$ cat src/hdl/rvit_pkg.sv
package rvit_pkg;

  // Defaults and sizes
  localparam int unsigned DMEM_WORDS_DEF = 1024;
  localparam int unsigned QUEUE_DEPTH    = 2;

  // Item opcodes on the command channel
  localparam logic [1:0] ITEM_EXEC = 2'd0;
  localparam logic [1:0] ITEM_MEM  = 2'd1;
  localparam logic [1:0] ITEM_REG  = 2'd2;

  // Preload index that selects the program counter
  localparam logic [9:0] PC_INDEX = 10'd32;

  // Instruction opcodes
  localparam logic [6:0] OPC_LOAD  = 7'h03;
  localparam logic [6:0] OPC_OPIMM = 7'h13;
  localparam logic [6:0] OPC_JALR  = 7'h67;

  // Canonical NOP (ADDI x0, x0, 0)
  localparam logic [31:0] INSN_NOP = 32'h0000_0013;

  // Upper immediate of SRLI and SRAI
  localparam logic [6:0] SHIFT_UP_LOGIC = 7'h00;
  localparam logic [6:0] SHIFT_UP_ARITH = 7'h20;

  // Return address register, used for the halt check
  localparam logic [4:0] REG_RA = 5'd1;

  // OP-IMM funct3
  localparam logic [2:0] F3_ADDI  = 3'd0;
  localparam logic [2:0] F3_SLLI  = 3'd1;
  localparam logic [2:0] F3_SLTI  = 3'd2;
  localparam logic [2:0] F3_SLTIU = 3'd3;
  localparam logic [2:0] F3_XORI  = 3'd4;
  localparam logic [2:0] F3_SRXI  = 3'd5;
  localparam logic [2:0] F3_ORI   = 3'd6;
  localparam logic [2:0] F3_ANDI  = 3'd7;

  // Load funct3
  localparam logic [2:0] F3_LB  = 3'd0;
  localparam logic [2:0] F3_LH  = 3'd1;
  localparam logic [2:0] F3_LW  = 3'd2;
  localparam logic [2:0] F3_LBU = 3'd4;
  localparam logic [2:0] F3_LHU = 3'd5;

  // JALR funct3
  localparam logic [2:0] F3_JALR = 3'd0;

  typedef enum logic [2:0] {
    STAT_OK      = 3'd0,
    STAT_HALT    = 3'd1,
    STAT_X0      = 3'd2,
    STAT_SHIFT   = 3'd3,
    STAT_ILLEGAL = 3'd4
  } status_t;

  typedef enum logic [2:0] {
    K_FLAG,
    K_MEM_WR,
    K_REG_WR,
    K_PC_WR,
    K_LOAD,
    K_ALU,
    K_JALR
  } kind_t;

  typedef enum logic [3:0] {
    ALU_ADD,
    ALU_SLT,
    ALU_SLTU,
    ALU_XOR,
    ALU_OR,
    ALU_AND,
    ALU_SLL,
    ALU_SRL,
    ALU_SRA
  } alu_t;

  typedef enum logic [1:0] {
    SZ_BYTE,
    SZ_HALF,
    SZ_WORD
  } size_t;

  // Classified item handed from front to back
  typedef struct packed {
    kind_t       kind;
    status_t     status;
    logic        adv;
    alu_t        alu;
    size_t       size;
    logic        sext;
    logic [4:0]  rd;
    logic [4:0]  rs1;
    logic [31:0] imm;
    logic [9:0]  pidx;
    logic [31:0] pdata;
  } uop_t;

endpackage

$ cat src/hdl/rvit_queue.sv
module rvit_queue (
  input  logic           clk,
  input  logic           rst,
  input  logic           push,
  input  rvit_pkg::uop_t push_uop,
  input  logic           pop,
  output logic           full,
  output logic           head_valid,
  output rvit_pkg::uop_t head
);
  import rvit_pkg::*;

  localparam int unsigned PW = (QUEUE_DEPTH > 1) ? $clog2(QUEUE_DEPTH) : 1;
  localparam int unsigned CW = $clog2(QUEUE_DEPTH + 1);
  localparam logic [PW-1:0] PTR_LAST = PW'(QUEUE_DEPTH - 1);
  localparam logic [CW-1:0] CNT_FULL = CW'(QUEUE_DEPTH);

  uop_t          slots [QUEUE_DEPTH];
  logic [PW-1:0] wr_ptr;
  logic [PW-1:0] rd_ptr;
  logic [CW-1:0] count;
  logic [CW-1:0] count_next;

  assign full       = (count == CNT_FULL);
  assign head_valid = (count != '0);
  assign head       = slots[rd_ptr];

  always_comb begin
    count_next = count;
    if (push && !pop) begin
      count_next = count + CW'(1);
    end else if (pop && !push) begin
      count_next = count - CW'(1);
    end
  end

  // Advance pointers and count
  always_ff @(posedge clk) begin
    if (rst) begin
      wr_ptr <= '0;
      rd_ptr <= '0;
      count  <= '0;
    end else begin
      count <= count_next;
      if (push) begin
        wr_ptr <= (wr_ptr == PTR_LAST) ? '0 : wr_ptr + PW'(1);
      end
      if (pop) begin
        rd_ptr <= (rd_ptr == PTR_LAST) ? '0 : rd_ptr + PW'(1);
      end
    end
  end

  // Store pushed entries
  always_ff @(posedge clk) begin
    if (push) begin
      slots[wr_ptr] <= push_uop;
    end
  end

  a_no_push_full: assert property (@(posedge clk) disable iff (rst)
    push |-> !full)
    else $error("queue push while full");

  a_no_pop_empty: assert property (@(posedge clk) disable iff (rst)
    pop |-> head_valid)
    else $error("queue pop while empty");

  a_count_step: assert property (@(posedge clk) disable iff (rst)
    (push && pop) |=> count == $past(count))
    else $error("queue count moved on simultaneous push and pop");

endmodule

$ cat config.mk
export PLATFORM = sky130hd
export DESIGN_NAME = rvit_queue
export DESIGN_NICKNAME = d
export VERILOG_FILES = /design/src/hdl/rvit_pkg.sv /design/src/hdl/rvit_queue.sv
export SDC_FILE = /design/constraint.sdc
export NUM_CORES = 1
export LEC_CHECK = 0
export ABC_AREA = 0
export BUFFER_PORTS_ARGS = -buffer_cell sky130_fd_sc_hd__buf_2
export CORE_ASPECT_RATIO = 1.25
export CORE_MARGIN = 2
export CORE_UTILIZATION = 35
export DETAILED_ROUTE_END_ITERATION = 8
export GPL_ROUTABILITY_DRIVEN = 0
export SYNTH_ARGS = -nofsm -noshare
export SYNTH_HDL_FRONTEND = slang
export SYNTH_SLANG_ARGS = --single-unit
$ cat constraint.sdc
create_clock -name clk -period 8.93 [get_ports clk]
set_clock_uncertainty 0.05 [all_clocks]
set_input_delay 1.3395 -clock clk [delete_from_list [all_inputs] [get_ports clk]]
set_output_delay 1.3395 -clock clk [all_outputs]
set_load 0.03 [all_outputs]
==> impl_metrics.tcl <==
set metrics [dict create \
    crit_arrival_ns 2.67 \
    slew_headroom_pct 30.2 \
    instances_no_fill 831 \
    die_w_um 134 \
    synth_top_cells_by_area "edfxtp_1 80%, mux2_2 12%, mux2_4 4.1%" \
    grt_pass1_vias 4048 \
    cp_slowest_cell "buf_4" \
    hold_path_depth 2 \
    dp_cells 795 \
    die_y_um 166 \
    timing.hold.ws_ns 0.467 \
    cp-end-kind "output port" \
    fin_nets 646 \
    worst_slack_ns 4.87 \
    period_share_pct 45.5 \
    cts-resized-gates 0 \
    clk_latency_ns 0.47 \
    drive_gt1_share_pct 60.1 \
    power.density_nw_per_um2 237 \
    io_buffers 201 \
    wl_per_cell_um 16.5 \
    drtPass1Iterations 4 \
    cts_hold_buf 0 \
    hold_path_class "reg -> reg" \
    grt_util_all_layers_pct 12.1 \
    root_buffer "clkbuf_16" \
    synth_top_cell_area_share_pct 80.1 \
    cts_buffers 20 \
    synth.distinct_cells 17 \
    cts-htree-levels 1 \
    clk_path_buf_depth 3 \
    place_area_um2 8660 \
    maxCapViolations 0 \
    grt_setup_unrepaired "no" \
    core-area_um2 20700 \
    ys_warn_count 0 \
    start_util_pct 35.4 \
    wirelength_mm 13.7 \
    peakVddDrop_mv 0.168 \
    ioPinCount 202 \
    power_mw 2.20 \
    regToRegEndpoint "slots[0][7]$_DFFE_PP_" \
    rr_worst_depth 3 \
    synth-seq-cells 201 \
    antenna_found_initial 1 \
    nFillCells 1829 \
    overflow 0 \
    final.setup.tns_ns 0 \
    crit_fanout 53 \
    r2r_setup_slack_ns 6.77 \
    pre_cts_ws_ns 5.37 \
    syn_inst 327 \
    crit_required_ns 7.54 \
    initialDrtViolationCount 155 \
    die-area_um2 22200 \
    grt_first_pass_wirelength_mm 21.1 \
    rows 59 \
    syn_area_um2 7350 \
    drv_slew 0 \
    cp_cell_sequence "buf_4 > mux2_2 > buf_2" \
    finalHoldViolCount 0 \
    hpwl_mm 9.18 \
    finalCriticalPeriod_ns 4.06 \
    r2r_start "wr_ptr$_SDFFE_PP0P_" \
    hold_start "rd_ptr$_SDFFE_PP0P_" \
    postSynthAreaPerCell_um2 22.5 \
    clkSinkCount 201 \
    cts_tree "done" \
    areaGrowthSynthToFinish_pct 26.3 \
    cellLeakagePower_nw 3.49 \
    seq_area_frac_synth_pct 81.4 \
    setup_viol 0 \
    tightest_slew_ns 1.05 \
    fmax_mhz 246 \
    via_per_inst 4.43 \
    ant_nets 0 \
    utilization_pct 44.8 \
    drc_errors 0 \
    fin_area_um2 9290 \
    vias 3680 \
    clkTransAtPathRegs_ns 0.06 \
    grt_start_max_net_pins 78 \
    yosys.area.top_type "edfxtp_1" \
    crit_path_max_incr_delay_ns 0.74 \
    status "finished, final reports clean" \
    criticalPathCategory "reg -> out" \
    syn_nets 430 \
    cts_setup_buffers 0 \
    cp-start-kind "flip-flop" \
]
-- logic make-up (layout without fill, tap and decap cells) --
kind of cell    Yosys count  count (layout)  synth area share, %
other cells               0               1                    0
simple gates              9               9                0.630
fa+ha+maj                 1               1                0.170
buf+inv                  12             241                 1.14
flops                   201             201                 81.4
compound gates            2               2                0.136
mux                      98              98                 16.0
xor+xnor                  4               4                0.477
-- per-layer routing --
layer	GRT usage, %	share of wire [%]	vias up
li1	-	-	1725
met1	13.7	38	1795
met2	21.9	52	136
met3	3.85	7.8	24
met4	3.28	2.2	0
met5	0	0	-
-- final cells by class --
cell class	count	area (um2)	share of cell area, %
Antenna cell	1	2.50	0.0270
Timing Repair Buffer	205	1040	11.2
Inverter	1	3.75	0.0404
Sequential cell	201	5990	64.5
Clock inverter	11	81.3	0.876
Tap cell	274	343	3.69
Multi-Input combinational cell	114	1290	13.9
Clock buffer	24	537	5.78
-- sequential cells by signal, summed over array words and instances, names as in the netlist, named ones only --
name / count
count: 2
rd_ptr: 1
slots: 196
wr_ptr: 1
-- critical path, delay by kind of cell (launching register included) --
family | cells | cell delay (ns)
buffers and inverters | 2 | 0.92
muxes | 1 | 0.42
DFF | 1 | 0.73
-- worst max-delay path by stage --
stage	endpoint	slack, ns	start	cells after the start
floorplan	slots[0][0]$_DFFE_PP_	2.71	push	1
global placement	head[14]	5.42	flip-flop	3
CTS	head[9]	4.82	flip-flop	3
finish	head[9]	4.87	flip-flop	3
global route	head[49]	4.71	flip-flop	3
detailed placement	head[49]	5.37	flip-flop	3
-- power by group --
group          internal (mW)  switching, mW  leakage (nW)
sequential              1.10         0.0221          1.88
combinational          0.109          0.188          1.31
clock                  0.456          0.323         0.293
total                   1.67          0.533          3.49
-- cells in the mapped netlist --
| cell type | count |
|---|---|
| xnor2_1 | 2 |
| buf_6 | 4 |
| buf_2 | 7 |
| nor2b_1 | 2 |
| edfxtp_1 | 196 |
| xor2_1 | 2 |
| a21oi_1 | 1 |
| inv_1 | 1 |
| ha_1 | 1 |
| o21ai_0 | 1 |
| or3_1 | 1 |
| and2_1 | 1 |
| dfxtp_1 | 5 |
| or2_2 | 1 |
| mux2_4 | 20 |
| nor2_1 | 4 |
| mux2_2 | 78 |
-- cell usage in the layout (no fill, tap or decap) --
cell type and count:
bufinv_16 1, mux2_2 78, mux2_4 20, inv_1 1, ha_1 1, or3_1 1
o21ai_0 1, clkbuf_1 3, clkbuf_16 21, or2_2 1, clkinv_1 5, xnor2_1 2
buf_4 4, dfxtp_1 4, clkinv_2 2, diode_2 1, buf_2 201, nor2b_4 1
and2_4 1, nor2_1 4, edfxtp_1 196, clkinvlp_4 3, xor2_1 2, a21oi_1 1
dfxtp_4 1, nor2b_1 1
No activity file was read; power rests on OpenSTA's default activity.
