===== src/hdl/rvit_pkg.sv =====
package rvit_pkg;

  // Defaults and sizes
  localparam int unsigned DMEM_WORDS_DEF = 1024;
  localparam int unsigned QUEUE_DEPTH    = 2;

  // Item opcodes on the command channel
  localparam logic [1:0] ITEM_EXEC = 2'd0;
  localparam logic [1:0] ITEM_MEM  = 2'd1;
  localparam logic [1:0] ITEM_REG  = 2'd2;

  // Preload index that selects the program counter
  localparam logic [9:0] PC_INDEX = 10'd32;

  // Instruction opcodes
  localparam logic [6:0] OPC_LOAD  = 7'h03;
  localparam logic [6:0] OPC_OPIMM = 7'h13;
  localparam logic [6:0] OPC_JALR  = 7'h67;

  // Canonical NOP (ADDI x0, x0, 0)
  localparam logic [31:0] INSN_NOP = 32'h0000_0013;

  // Upper immediate of SRLI and SRAI
  localparam logic [6:0] SHIFT_UP_LOGIC = 7'h00;
  localparam logic [6:0] SHIFT_UP_ARITH = 7'h20;

  // Return address register, used for the halt check
  localparam logic [4:0] REG_RA = 5'd1;

  // OP-IMM funct3
  localparam logic [2:0] F3_ADDI  = 3'd0;
  localparam logic [2:0] F3_SLLI  = 3'd1;
  localparam logic [2:0] F3_SLTI  = 3'd2;
  localparam logic [2:0] F3_SLTIU = 3'd3;
  localparam logic [2:0] F3_XORI  = 3'd4;
  localparam logic [2:0] F3_SRXI  = 3'd5;
  localparam logic [2:0] F3_ORI   = 3'd6;
  localparam logic [2:0] F3_ANDI  = 3'd7;

  // Load funct3
  localparam logic [2:0] F3_LB  = 3'd0;
  localparam logic [2:0] F3_LH  = 3'd1;
  localparam logic [2:0] F3_LW  = 3'd2;
  localparam logic [2:0] F3_LBU = 3'd4;
  localparam logic [2:0] F3_LHU = 3'd5;

  // JALR funct3
  localparam logic [2:0] F3_JALR = 3'd0;

  typedef enum logic [2:0] {
    STAT_OK      = 3'd0,
    STAT_HALT    = 3'd1,
    STAT_X0      = 3'd2,
    STAT_SHIFT   = 3'd3,
    STAT_ILLEGAL = 3'd4
  } status_t;

  typedef enum logic [2:0] {
    K_FLAG,
    K_MEM_WR,
    K_REG_WR,
    K_PC_WR,
    K_LOAD,
    K_ALU,
    K_JALR
  } kind_t;

  typedef enum logic [3:0] {
    ALU_ADD,
    ALU_SLT,
    ALU_SLTU,
    ALU_XOR,
    ALU_OR,
    ALU_AND,
    ALU_SLL,
    ALU_SRL,
    ALU_SRA
  } alu_t;

  typedef enum logic [1:0] {
    SZ_BYTE,
    SZ_HALF,
    SZ_WORD
  } size_t;

  // Classified item handed from front to back
  typedef struct packed {
    kind_t       kind;
    status_t     status;
    logic        adv;
    alu_t        alu;
    size_t       size;
    logic        sext;
    logic [4:0]  rd;
    logic [4:0]  rs1;
    logic [31:0] imm;
    logic [9:0]  pidx;
    logic [31:0] pdata;
  } uop_t;

endpackage


===== src/hdl/rvit_cmd_if.sv =====
interface rvit_cmd_if;
  logic        valid;
  logic        ready;
  logic [1:0]  opcode;
  logic [31:0] instruction;
  logic [9:0]  preload_index;
  logic [31:0] preload_data;

  modport source (
    output valid, opcode, instruction, preload_index, preload_data,
    input  ready
  );

  modport sink (
    input  valid, opcode, instruction, preload_index, preload_data,
    output ready
  );
endinterface


===== src/hdl/rvit_front.sv =====
module rvit_front (
  rvit_cmd_if.sink      cmd,
  input  logic          full,
  output logic          push,
  output rvit_pkg::uop_t push_uop
);
  import rvit_pkg::*;

  logic [6:0]  op;
  logic [4:0]  rd;
  logic [2:0]  f3;
  logic [11:0] imm12;
  logic [6:0]  up;

  assign op    = cmd.instruction[6:0];
  assign rd    = cmd.instruction[11:7];
  assign f3    = cmd.instruction[14:12];
  assign imm12 = cmd.instruction[31:20];
  assign up    = cmd.instruction[31:25];

  // Accept whenever the queue has room
  assign cmd.ready = !full;
  assign push      = cmd.valid && !full;

  // Classify the transaction
  always_comb begin
    push_uop        = '0;
    push_uop.kind   = K_FLAG;
    push_uop.status = STAT_OK;
    push_uop.adv    = 1'b0;
    push_uop.alu    = ALU_ADD;
    push_uop.size   = SZ_WORD;
    push_uop.sext   = 1'b0;
    push_uop.rd     = rd;
    push_uop.rs1    = cmd.instruction[19:15];
    push_uop.imm    = {{20{imm12[11]}}, imm12};
    push_uop.pidx   = cmd.preload_index;
    push_uop.pdata  = cmd.preload_data;
    case (cmd.opcode)
      ITEM_MEM: begin
        push_uop.kind = K_MEM_WR;
      end
      ITEM_REG: begin
        if (cmd.preload_index == PC_INDEX) begin
          push_uop.kind = K_PC_WR;
        end else if (cmd.preload_index == '0) begin
          push_uop.status = STAT_X0;
        end else if (cmd.preload_index < PC_INDEX) begin
          push_uop.kind = K_REG_WR;
        end else begin
          push_uop.status = STAT_ILLEGAL;
        end
      end
      ITEM_EXEC: begin
        push_uop.adv = 1'b1;
        if (op == OPC_JALR) begin
          if (f3 != F3_JALR) begin
            push_uop.status = STAT_ILLEGAL;
          end else begin
            push_uop.kind = K_JALR;
          end
        end else if (op != OPC_LOAD && op != OPC_OPIMM) begin
          push_uop.status = STAT_ILLEGAL;
        end else if (cmd.instruction == INSN_NOP) begin
          push_uop.status = STAT_OK;
        end else if (rd == '0) begin
          push_uop.status = STAT_X0;
        end else if (op == OPC_LOAD) begin
          push_uop.kind = K_LOAD;
          case (f3)
            F3_LB: begin
              push_uop.size = SZ_BYTE;
              push_uop.sext = 1'b1;
            end
            F3_LH: begin
              push_uop.size = SZ_HALF;
              push_uop.sext = 1'b1;
            end
            F3_LW: begin
              push_uop.size = SZ_WORD;
            end
            F3_LBU: begin
              push_uop.size = SZ_BYTE;
            end
            F3_LHU: begin
              push_uop.size = SZ_HALF;
            end
            default: begin
              push_uop.kind   = K_FLAG;
              push_uop.status = STAT_ILLEGAL;
            end
          endcase
        end else begin
          push_uop.kind = K_ALU;
          case (f3)
            F3_ADDI:  push_uop.alu = ALU_ADD;
            F3_SLTI:  push_uop.alu = ALU_SLT;
            F3_SLTIU: push_uop.alu = ALU_SLTU;
            F3_XORI:  push_uop.alu = ALU_XOR;
            F3_ORI:   push_uop.alu = ALU_OR;
            F3_ANDI:  push_uop.alu = ALU_AND;
            F3_SLLI:  push_uop.alu = ALU_SLL;
            F3_SRXI: begin
              if (up == SHIFT_UP_LOGIC) begin
                push_uop.alu = ALU_SRL;
              end else if (up == SHIFT_UP_ARITH) begin
                push_uop.alu = ALU_SRA;
              end else begin
                push_uop.kind   = K_FLAG;
                push_uop.status = STAT_SHIFT;
              end
            end
            default: push_uop.alu = ALU_ADD;
          endcase
        end
      end
      default: begin
        push_uop.status = STAT_ILLEGAL;
      end
    endcase
  end

endmodule


===== src/flat_wrapper.sv =====
// flat-port wrapper written by rule: the top's interface ports become plain ports
module rvit_front_flat import rvit_pkg::*;
  (full, push, push_uop, cmd_valid, cmd_opcode, cmd_instruction, cmd_preload_index, cmd_preload_data, cmd_ready);
  rvit_cmd_if cmd_i ();
  input  logic full;
  output logic push;
  output rvit_pkg::uop_t push_uop;
  input wire logic [$bits(cmd_i.valid)-1:0] cmd_valid;
  input wire logic [$bits(cmd_i.opcode)-1:0] cmd_opcode;
  input wire logic [$bits(cmd_i.instruction)-1:0] cmd_instruction;
  input wire logic [$bits(cmd_i.preload_index)-1:0] cmd_preload_index;
  input wire logic [$bits(cmd_i.preload_data)-1:0] cmd_preload_data;
  output wire logic [$bits(cmd_i.ready)-1:0] cmd_ready;
  assign cmd_i.valid = cmd_valid;
  assign cmd_i.opcode = cmd_opcode;
  assign cmd_i.instruction = cmd_instruction;
  assign cmd_i.preload_index = cmd_preload_index;
  assign cmd_i.preload_data = cmd_preload_data;
  assign cmd_ready = cmd_i.ready;
  rvit_front u_core (.cmd(cmd_i), .full(full), .push(push), .push_uop(push_uop));
endmodule

===== config.mk =====
export PLATFORM = sky130hd
export DESIGN_NAME = rvit_front_flat
export DESIGN_NICKNAME = d
export VERILOG_FILES = /design/src/hdl/rvit_pkg.sv /design/src/hdl/rvit_cmd_if.sv /design/src/hdl/rvit_front.sv /design/src/flat_wrapper.sv
export SDC_FILE = /design/constraint.sdc
export NUM_CORES = 1
export LEC_CHECK = 0
export ABC_AREA = 0
export BUFFER_PORTS_ARGS = -buffer_cell sky130_fd_sc_hd__buf_2
export CAP_MARGIN = 20
export CORE_AREA = 2 2 69 71
export DETAILED_ROUTE_END_ITERATION = 10
export DIE_AREA = 0 0 71 73
export PLACE_DENSITY = 0.76
export SYNTH_ARGS = -nofsm -noshare
export SYNTH_HDL_FRONTEND = slang
export SYNTH_SLANG_ARGS = --single-unit

===== constraint.sdc =====
create_clock -name vclk -period 2.1
set_input_delay 0.21 -clock vclk [all_inputs]
set_output_delay 0.21 -clock vclk [all_outputs]
set_load 0.02 [all_outputs]

==> results of run 1 <==
## what timing repair did
action,in CTS,in global routing
cloned,0,0
setup endpoints to repair,5,6
buffers inserted,1,0
gates resized for setup,10,5
pin swaps,6,3
hold buffers,0,0
## stage by stage
stage	setup TNS (ns)	hold WS, ns	utilization (%)	area (sq um)	setup WS, ns
floorplan	0	0.497	-	1070	0.0220
global placement	-0.593	0.420	24.7	1120	-0.254
detailed placement	-0.682	0.420	24.7	1120	-0.267
CTS	-0.569	0.420	25.5	1160	-0.266
global route	-0.582	0.420	25.8	1170	-0.285
finish	-0.347	0.420	25.8	1170	-0.229
## cell usage after synthesis
master,number
nand4b_1,1
or2_0,1
or3_1,2
o21ai_0,6
nand2b_1,2
nand3b_1,1
and2_1,2
a31oi_1,2
or4_4,2
o311ai_2,1
and3b_1,1
a21oi_1,2
or4b_2,1
a22oi_2,1
a41oi_1,1
xnor2_1,1
nand3_1,4
buf_4,84
nand4_1,2
or4_1,1
nor2_1,15
nor3_1,5
o31ai_1,1
nor4_1,3
clkbuf_1,3
inv_1,3
o2111ai_1,1
a21o_1,1
nand2_1,5
a211oi_1,1
a211o_1,1
nor2b_1,2
## layout make-up
type	count	area, sq um
fill	505	3360
inverter	3	11.3
multi-input combinational	69	452
tap	54	67.6
timing repair buffer	121	641
## how the worst min path moves through the flow
stage / startpoint / to / cells after the start
floorplan: full / cmd_ready / 1
global placement: cmd_preload_data[0] / push_uop[0] / 0
detailed placement: cmd_preload_data[0] / push_uop[0] / 0
CTS: cmd_preload_data[0] / push_uop[0] / 0
global route: cmd_preload_data[20] / push_uop[20] / 0
finish: cmd_preload_data[10] / push_uop[10] / 0
## per-layer routing
metal / up-vias / global-route usage (%) / wire length [um] / part of all wire (%)
li1: 524 / - / - / -
met1: 453 / 11.7 / 1190 / 40
met2: 56 / 17.3 / 1490 / 50
met3: 10 / 1.38 / 223 / 7.6
met4: 0 / 4.61 / 54 / 1.8
met5: - / 0 / 0 / 0
## power by group
part / internal [mW] / switching [mW]
sequential: 0 / 0
combinational: 0.0902 / 0.147
clock: 0 / 0
total: 0.0902 / 0.147
## kinds of logic after synthesis
logic type	Yosys count	share of synthesized area, %
AOI/OAI and AO/OA	18	12.2
xor gates and xnor gates	1	0.823
buffers and inverters	90	61.3
and+or+nand+nor	50	25.6
==> flow_summary.toml, run 1 <==
[timing]
timing.final.ws_setup_ns = -0.229
grt_setup_unrepaired = "yes"
slew_violations = 0
relSlewSlack_pct = 63.4
max_freq_mhz = 429
worst_pin_slew_ns = 0.543
min_period_ns = 2.33
hold_viol = 0
fin_crit_sh_pct = 111
setup_viol = 3

[finish]
mostFrequentLayoutCell = "buf_2"
layout-drive-gt1-share_pct = 68.9
antenna_cells = 0
syn_to_final_growth_pct = 9.99
mostFrequentLayoutCells = "buf_2, nor2_1, buf_4"
nFlopsAndLatches = 0
seqCellArea_sq_um = 0
clock_buffer_count = 0
final_cells = 247
nets = 273

[critical_path]
path_depth = 7
end_kind = "output pin"
required_ns = 1.89
crit_path_start_kind = "primary input"
crit_path_frequent_cell = "or4_4"
path_class = "in2out"
cp_num_buf_inv = 2
crit_start = "cmd_instruction[26]"
crit_chain = "buf_6, or4_4, or4_4, or3_4, o311ai_4, a22oi_2, buf_2"
critPathMaxFanout = 2
crit_path_max_incr_delay_ns = 0.52
setup.worst_path.end = "push_uop[93]"
crit_family = "simple AND/OR/NAND/NOR gates"
worstPathArrival_ns = 2.12
crit_path_top_delay_cell = "or4_4"

[grt]
grt_max_degree = 24
grt_overflow = 0
antenna_found_initial = 0
grt_pass1_vias = 945
grt_use_total_pct = 9.80
grt_first_pass_wirelength_um = 4190

[power]
leakage_nw = 0.628
finalPower_mw = 0.238
peakVddDrop_v = 0.0000578
powerDensity_mw_per_mm2 = 203

[routing]
wl_um = 2950
wl_per_cell_um = 11.9
vias = 1043
avgViaCountPerCell = 4.22
drt_iter0_drc = 10
drcViolationCount = 0
drt_pre_antenna_iters = 4
antenna_left = 0

[place]
gp_congestion = 0.847
dpl.cell_count = 247
port_buffers = 114
hpwl_um = 2610

[synth]
yosysTopAreaCellShare_pct = 59.2
synth_cell_types = 32
yosysSeqAreaShare_pct = 0
synth_area_leaders = "buf_4, nor2_1, o21ai_0, nor3_1, or4_4"
synth_area_sq_mm = 0.00106
synth_area_per_cell_sq_um = 6.70
synth_nets = 237
synthCells = 159
yosys_warnings = 0
yosys.area.top_type = "buf_4"

[floorplanning]
initial_core_util_pct = 23.5
num_rows = 25
dieHeight_um = 73
die_area_sq_mm = 0.00518
ios = 178
die_w_um = 71
fp.coreArea_sq_mm = 0.00454

[flow_run]
drv_cap = 0

[min_path]
hold_path.class = "in2out"

[outcome]
status = "complete, but fails checks"
violations = "setup timing"
Note: power is estimated with default switching activity, not from simulation.
==> run 2: changes to the inputs <==
--- a/config.mk
+++ b/config.mk
@@ -8,10 +8,12 @@
 export ABC_AREA = 0
 export BUFFER_PORTS_ARGS = -buffer_cell sky130_fd_sc_hd__buf_2
 export CAP_MARGIN = 20
-export CORE_AREA = 2 2 69 71
+export CELL_PAD_IN_SITES_DETAIL_PLACEMENT = 1
+export CELL_PAD_IN_SITES_GLOBAL_PLACEMENT = 1
+export CORE_MARGIN = 2
+export CORE_UTILIZATION = 14
 export DETAILED_ROUTE_END_ITERATION = 10
-export DIE_AREA = 0 0 71 73
-export PLACE_DENSITY = 0.76
+export PLACE_DENSITY = 0.78
 export SYNTH_ARGS = -nofsm -noshare
 export SYNTH_HDL_FRONTEND = slang
 export SYNTH_SLANG_ARGS = --single-unit
==> flow_summary.toml, run 2 (synthesized netlist as in run 1, its figures left out) <==
[outcome]
status = "complete, but fails checks"
violations = "setup timing"

[floorplanning]
num_rows = 31
die_area_sq_mm = 0.00832
die_w_um = 91.2
ios = 178
fp.coreArea_sq_mm = 0.00729
dieHeight_um = 91.2
initial_core_util_pct = 14.6

[grt]
grt_overflow = 0
grt_first_pass_wirelength_um = 5040
grt_use_total_pct = 7.13
antenna_found_initial = 0
grt_pass1_vias = 1074
grt_max_degree = 24

[flow_run]
drv_cap = 0

[power]
combPwrFrac_pct = 100.0
power.internal_mw = 0.0942
peakVddDrop_v = 0.0000349
powerDensity_mw_per_mm2 = 193
power_switching_mw = 0.152
leakage_nw = 0.658
swShare_pct = 61.8
p_clk_share_pct = 0
seqPwrFrac_pct = 0

[finish]
final_cells = 298
seqCellArea_sq_um = 0
syn_to_final_growth_pct = 20.0
nFillCells = 936
nFlopsAndLatches = 0
mostFrequentLayoutCell = "buf_2"
final_cell_area_sq_mm = 0.00128
antenna_cells = 0
nets = 279
mostFrequentLayoutCells = "buf_2, nor2_1, buf_4"
utilization_pct = 17.5
layout-drive-gt1-share_pct = 68.8
clock_buffer_count = 0

[timing]
setup_viol = 4
min_period_ns = 2.33
fin_crit_sh_pct = 111
max_freq_mhz = 429
relSlewSlack_pct = 70.0
worst_pin_slew_ns = 0.446
grt_setup_unrepaired = "yes"
hold_viol = 0
slew_violations = 0
timing.final.ws_setup_ns = -0.229

[critical_path]
end_kind = "output pin"
crit_path_start_kind = "primary input"
worstPathArrival_ns = 2.12
required_ns = 1.89
critPathMaxFanout = 2
path_class = "in2out"

[routing]
drcViolationCount = 0
antenna_left = 0
vias = 1085
wl_um = 3400
avgViaCountPerCell = 3.64
drt_iter0_drc = 23
drt_pre_antenna_iters = 4
wl_per_cell_um = 11.4

[place]
dpl_cell_area_sq_mm = 0.00120
dpl.cell_count = 296
gp_congestion = 0.741
hpwl_um = 3080
port_buffers = 114

[min_path]
hold_depth = 0
hold_path.class = "in2out"
min_to = "push_uop[19]"
min_from = "cmd_preload_data[19]"
==> run 2: cell types whose count changed in the layout (fill, tap and decap cells not counted), sizes merged <==
cell  previous run  this run
buf            121       127
==> run 2: worst max-delay path by stage <==
| stage | startpoint | endpoint | slack [ns] | cells after the start |
|---|---|---|---|---|
| after floorplan | cmd_instruction[26] | push_uop[93] | 0.02 | 5 |
| after global placement | cmd_instruction[26] | push_uop[93] | -0.26 | 7 |
| after detailed placement | cmd_instruction[26] | push_uop[93] | -0.26 | 7 |
| after CTS | cmd_instruction[26] | push_uop[93] | -0.24 | 7 |
| after global routing | cmd_instruction[26] | push_uop[93] | -0.26 | 7 |
| final | cmd_instruction[26] | push_uop[93] | -0.23 | 7 |
==> run 2: layout make-up <==
| class | instances | area [sq um] | share of cell area (%) |
|---|---|---|---|
| Multi-Input combinational cell | 69 | 443 | 34.7 |
| Timing Repair Buffer | 127 | 699 | 54.8 |
| Tap cell | 99 | 124 | 9.70 |
| Inverter | 3 | 11.3 | 0.881 |
==> run 2: critical path, cell delays in order <==
cell and delay (ns):
buf_6 0.09, or4_4 0.53, or4_4 0.44, or3_1 0.33
o311ai_2 0.27, a22oi_2 0.07, buf_2 0.18
==> run 2: what timing repair did <==
| action | CTS | global route |
|---|---|---|
| hold buffers | 0 | 0 |
| endpoints found under the hold margin | 0 | 0 |
| gates resized for setup | 9 | 8 |
| setup buffers | 1 | 2 |
| pin swaps | 4 | 4 |
| endpoints found under the setup margin | 6 | 7 |
==> run 2: layer usage <==
layer,GRT usage (%),wire (um),up-vias
li1,-,-,533
met1,7.29,1220,506
met2,15.4,1970,42
met3,0.664,193,4
met4,1.01,14,0
met5,0,0,-
==> run 2: power groups by stage <==
stage	registers [mW]	clock network (mW)	logic, mW
6_report	0	0	0.246
3_5_place_dp	0	0	0.243
3_3_place_gp	0	0	0.237
5_1_grt	0	0	0.266
4_1_cts	0	0	0.246
2_1_floorplan	0	0	0.274
==> run 2: per-stage QoR <==
stage          worst slack, ns  setup TNS, ns  total power, mW  hold slack, ns
6_report                -0.229         -0.690            0.246           0.420
5_1_grt                 -0.265         -0.908            0.266           0.420
4_1_cts                 -0.243         -0.699            0.246           0.420
3_5_place_dp            -0.260         -0.821            0.243           0.420
3_3_place_gp            -0.257         -0.646            0.237           0.420
2_1_floorplan           0.0220              0            0.274           0.497
==> run 3: changes to the inputs <==
--- a/config.mk
+++ b/config.mk
@@ -14,6 +14,7 @@
 export CORE_UTILIZATION = 14
 export DETAILED_ROUTE_END_ITERATION = 10
 export PLACE_DENSITY = 0.78
+export RECOVER_POWER = 100
 export SYNTH_ARGS = -nofsm -noshare
 export SYNTH_HDL_FRONTEND = slang
 export SYNTH_SLANG_ARGS = --single-unit
==> flow_summary.toml, run 3 (synthesized netlist as in run 1, its figures left out) <==
[outcome]
status = "complete, but fails checks"
violations = "setup timing"

[timing]
fin_crit_sh_pct = 111
setup_viol = 4
timing.final.ws_setup_ns = -0.230
finalSetupTns_ns = -0.692
worst_pin_slew_ns = 0.811
whs_ns = 0.420
hold_viol = 0
grt_setup_unrepaired = "yes"
relSlewSlack_pct = 46.0
max_freq_mhz = 429
min_period_ns = 2.33
slew_violations = 0

[routing]
drcViolationCount = 0
vias = 1084
route.top_layer_used = "met4"
drt_iter0_drc = 28
avgViaCountPerCell = 3.64
antenna_left = 0
met2WireLength_um = 1980
drt_pre_antenna_iters = 2
wl_met1_um = 1240
wl_per_cell_um = 11.5
wl_met3_um = 207
wl_um = 3430

[critical_path]
crit_path_start_kind = "primary input"
critPathMaxFanout = 2
crit_chain = "buf_6, or4_4, or4_4, or3_1, o311ai_2, a22oi_2, buf_2"
required_ns = 1.89
worstPathArrival_ns = 2.12
end_kind = "output pin"
crit_path_top_delay_cell = "or4_4"
crit_path_max_incr_delay_ns = 0.53
path_class = "in2out"
crit_path_frequent_cell = "or4_4"

[power]
finalPower_mw = 0.232
powerDensity_mw_per_mm2 = 193
leakage_nw = 0.498
peakVddDrop_v = 0.0000326

[finish]
syn_to_final_growth_pct = 12.7
utilization_pct = 16.5
antenna_cells = 0
final_cells = 298
nets = 279
nFlopsAndLatches = 0
final_cell_area_sq_mm = 0.00120
clock_buffer_count = 0
seqCellArea_sq_um = 0
layout-drive-gt1-share_pct = 41.2
mostFrequentLayoutCells = "clkbuf_1, buf_2, nor2_1"
mostFrequentLayoutCell = "clkbuf_1"

[floorplanning]
dieHeight_um = 91.2
num_rows = 31
ios = 178
initial_core_util_pct = 14.6
die_area_sq_mm = 0.00832
die_w_um = 91.2
fp.coreArea_sq_mm = 0.00729

[grt]
antenna_found_initial = 0
grt_overflow = 0
grt_first_pass_wirelength_um = 5040
grt_max_degree = 24
grt_pass1_vias = 1074
grt_use_total_pct = 7.13

[place]
hpwl_um = 3080
dpl_worst_slack_ns = -0.260
dpl.cell_count = 296
port_buffers = 114
dpl_cell_area_sq_mm = 0.00120
gp_congestion = 0.741

[min_path]
hold_path.class = "in2out"

[flow_run]
drv_cap = 0
run 3: final timing paths:
path | depth (start not counted) | startpoint | end | slack (ns)
max | 7 | cmd_instruction[26] | push_uop[93] | -0.23
min | 0 | cmd_preload_data[0] | push_uop[0] | 0.42
run 3: critical path: cells and delay by family:
kind | cells | cell delay [ns]
buffers and inverters | 2 | 0.27
and+or+nand+nor | 3 | 1.30
AOI/OAI and AO/OA | 2 | 0.34
run 3: per-layer routing:
metal | up-vias | global-route usage (%)
met4 | 0 | 1.01
met2 | 42 | 15.4
met1 | 505 | 7.29
met5 | - | 0
li1 | 533 | -
met3 | 4 | 0.664
run 3: final cells by class:
class	instances	area, sq um
Tap cell	99	124
Fill cell	960	6090
Inverter	3	11.3
Timing Repair Buffer	127	622
Multi-Input combinational cell	69	443
run 3: power by group:
part | switching (mW) | total [mW] | internal, mW
clock | 0 | 0 | 0
combinational | 0.154 | 0.232 | 0.0781
sequential | 0 | 0 | 0
run 3: repair_timing:
item / CTS / global route
gates cloned: 0 / 0
setup buffers: 1 / 2
resized for setup: 9 / 8
endpoints found under the setup margin: 6 / 7
hold buffers: 0 / 0
pin swaps: 4 / 4
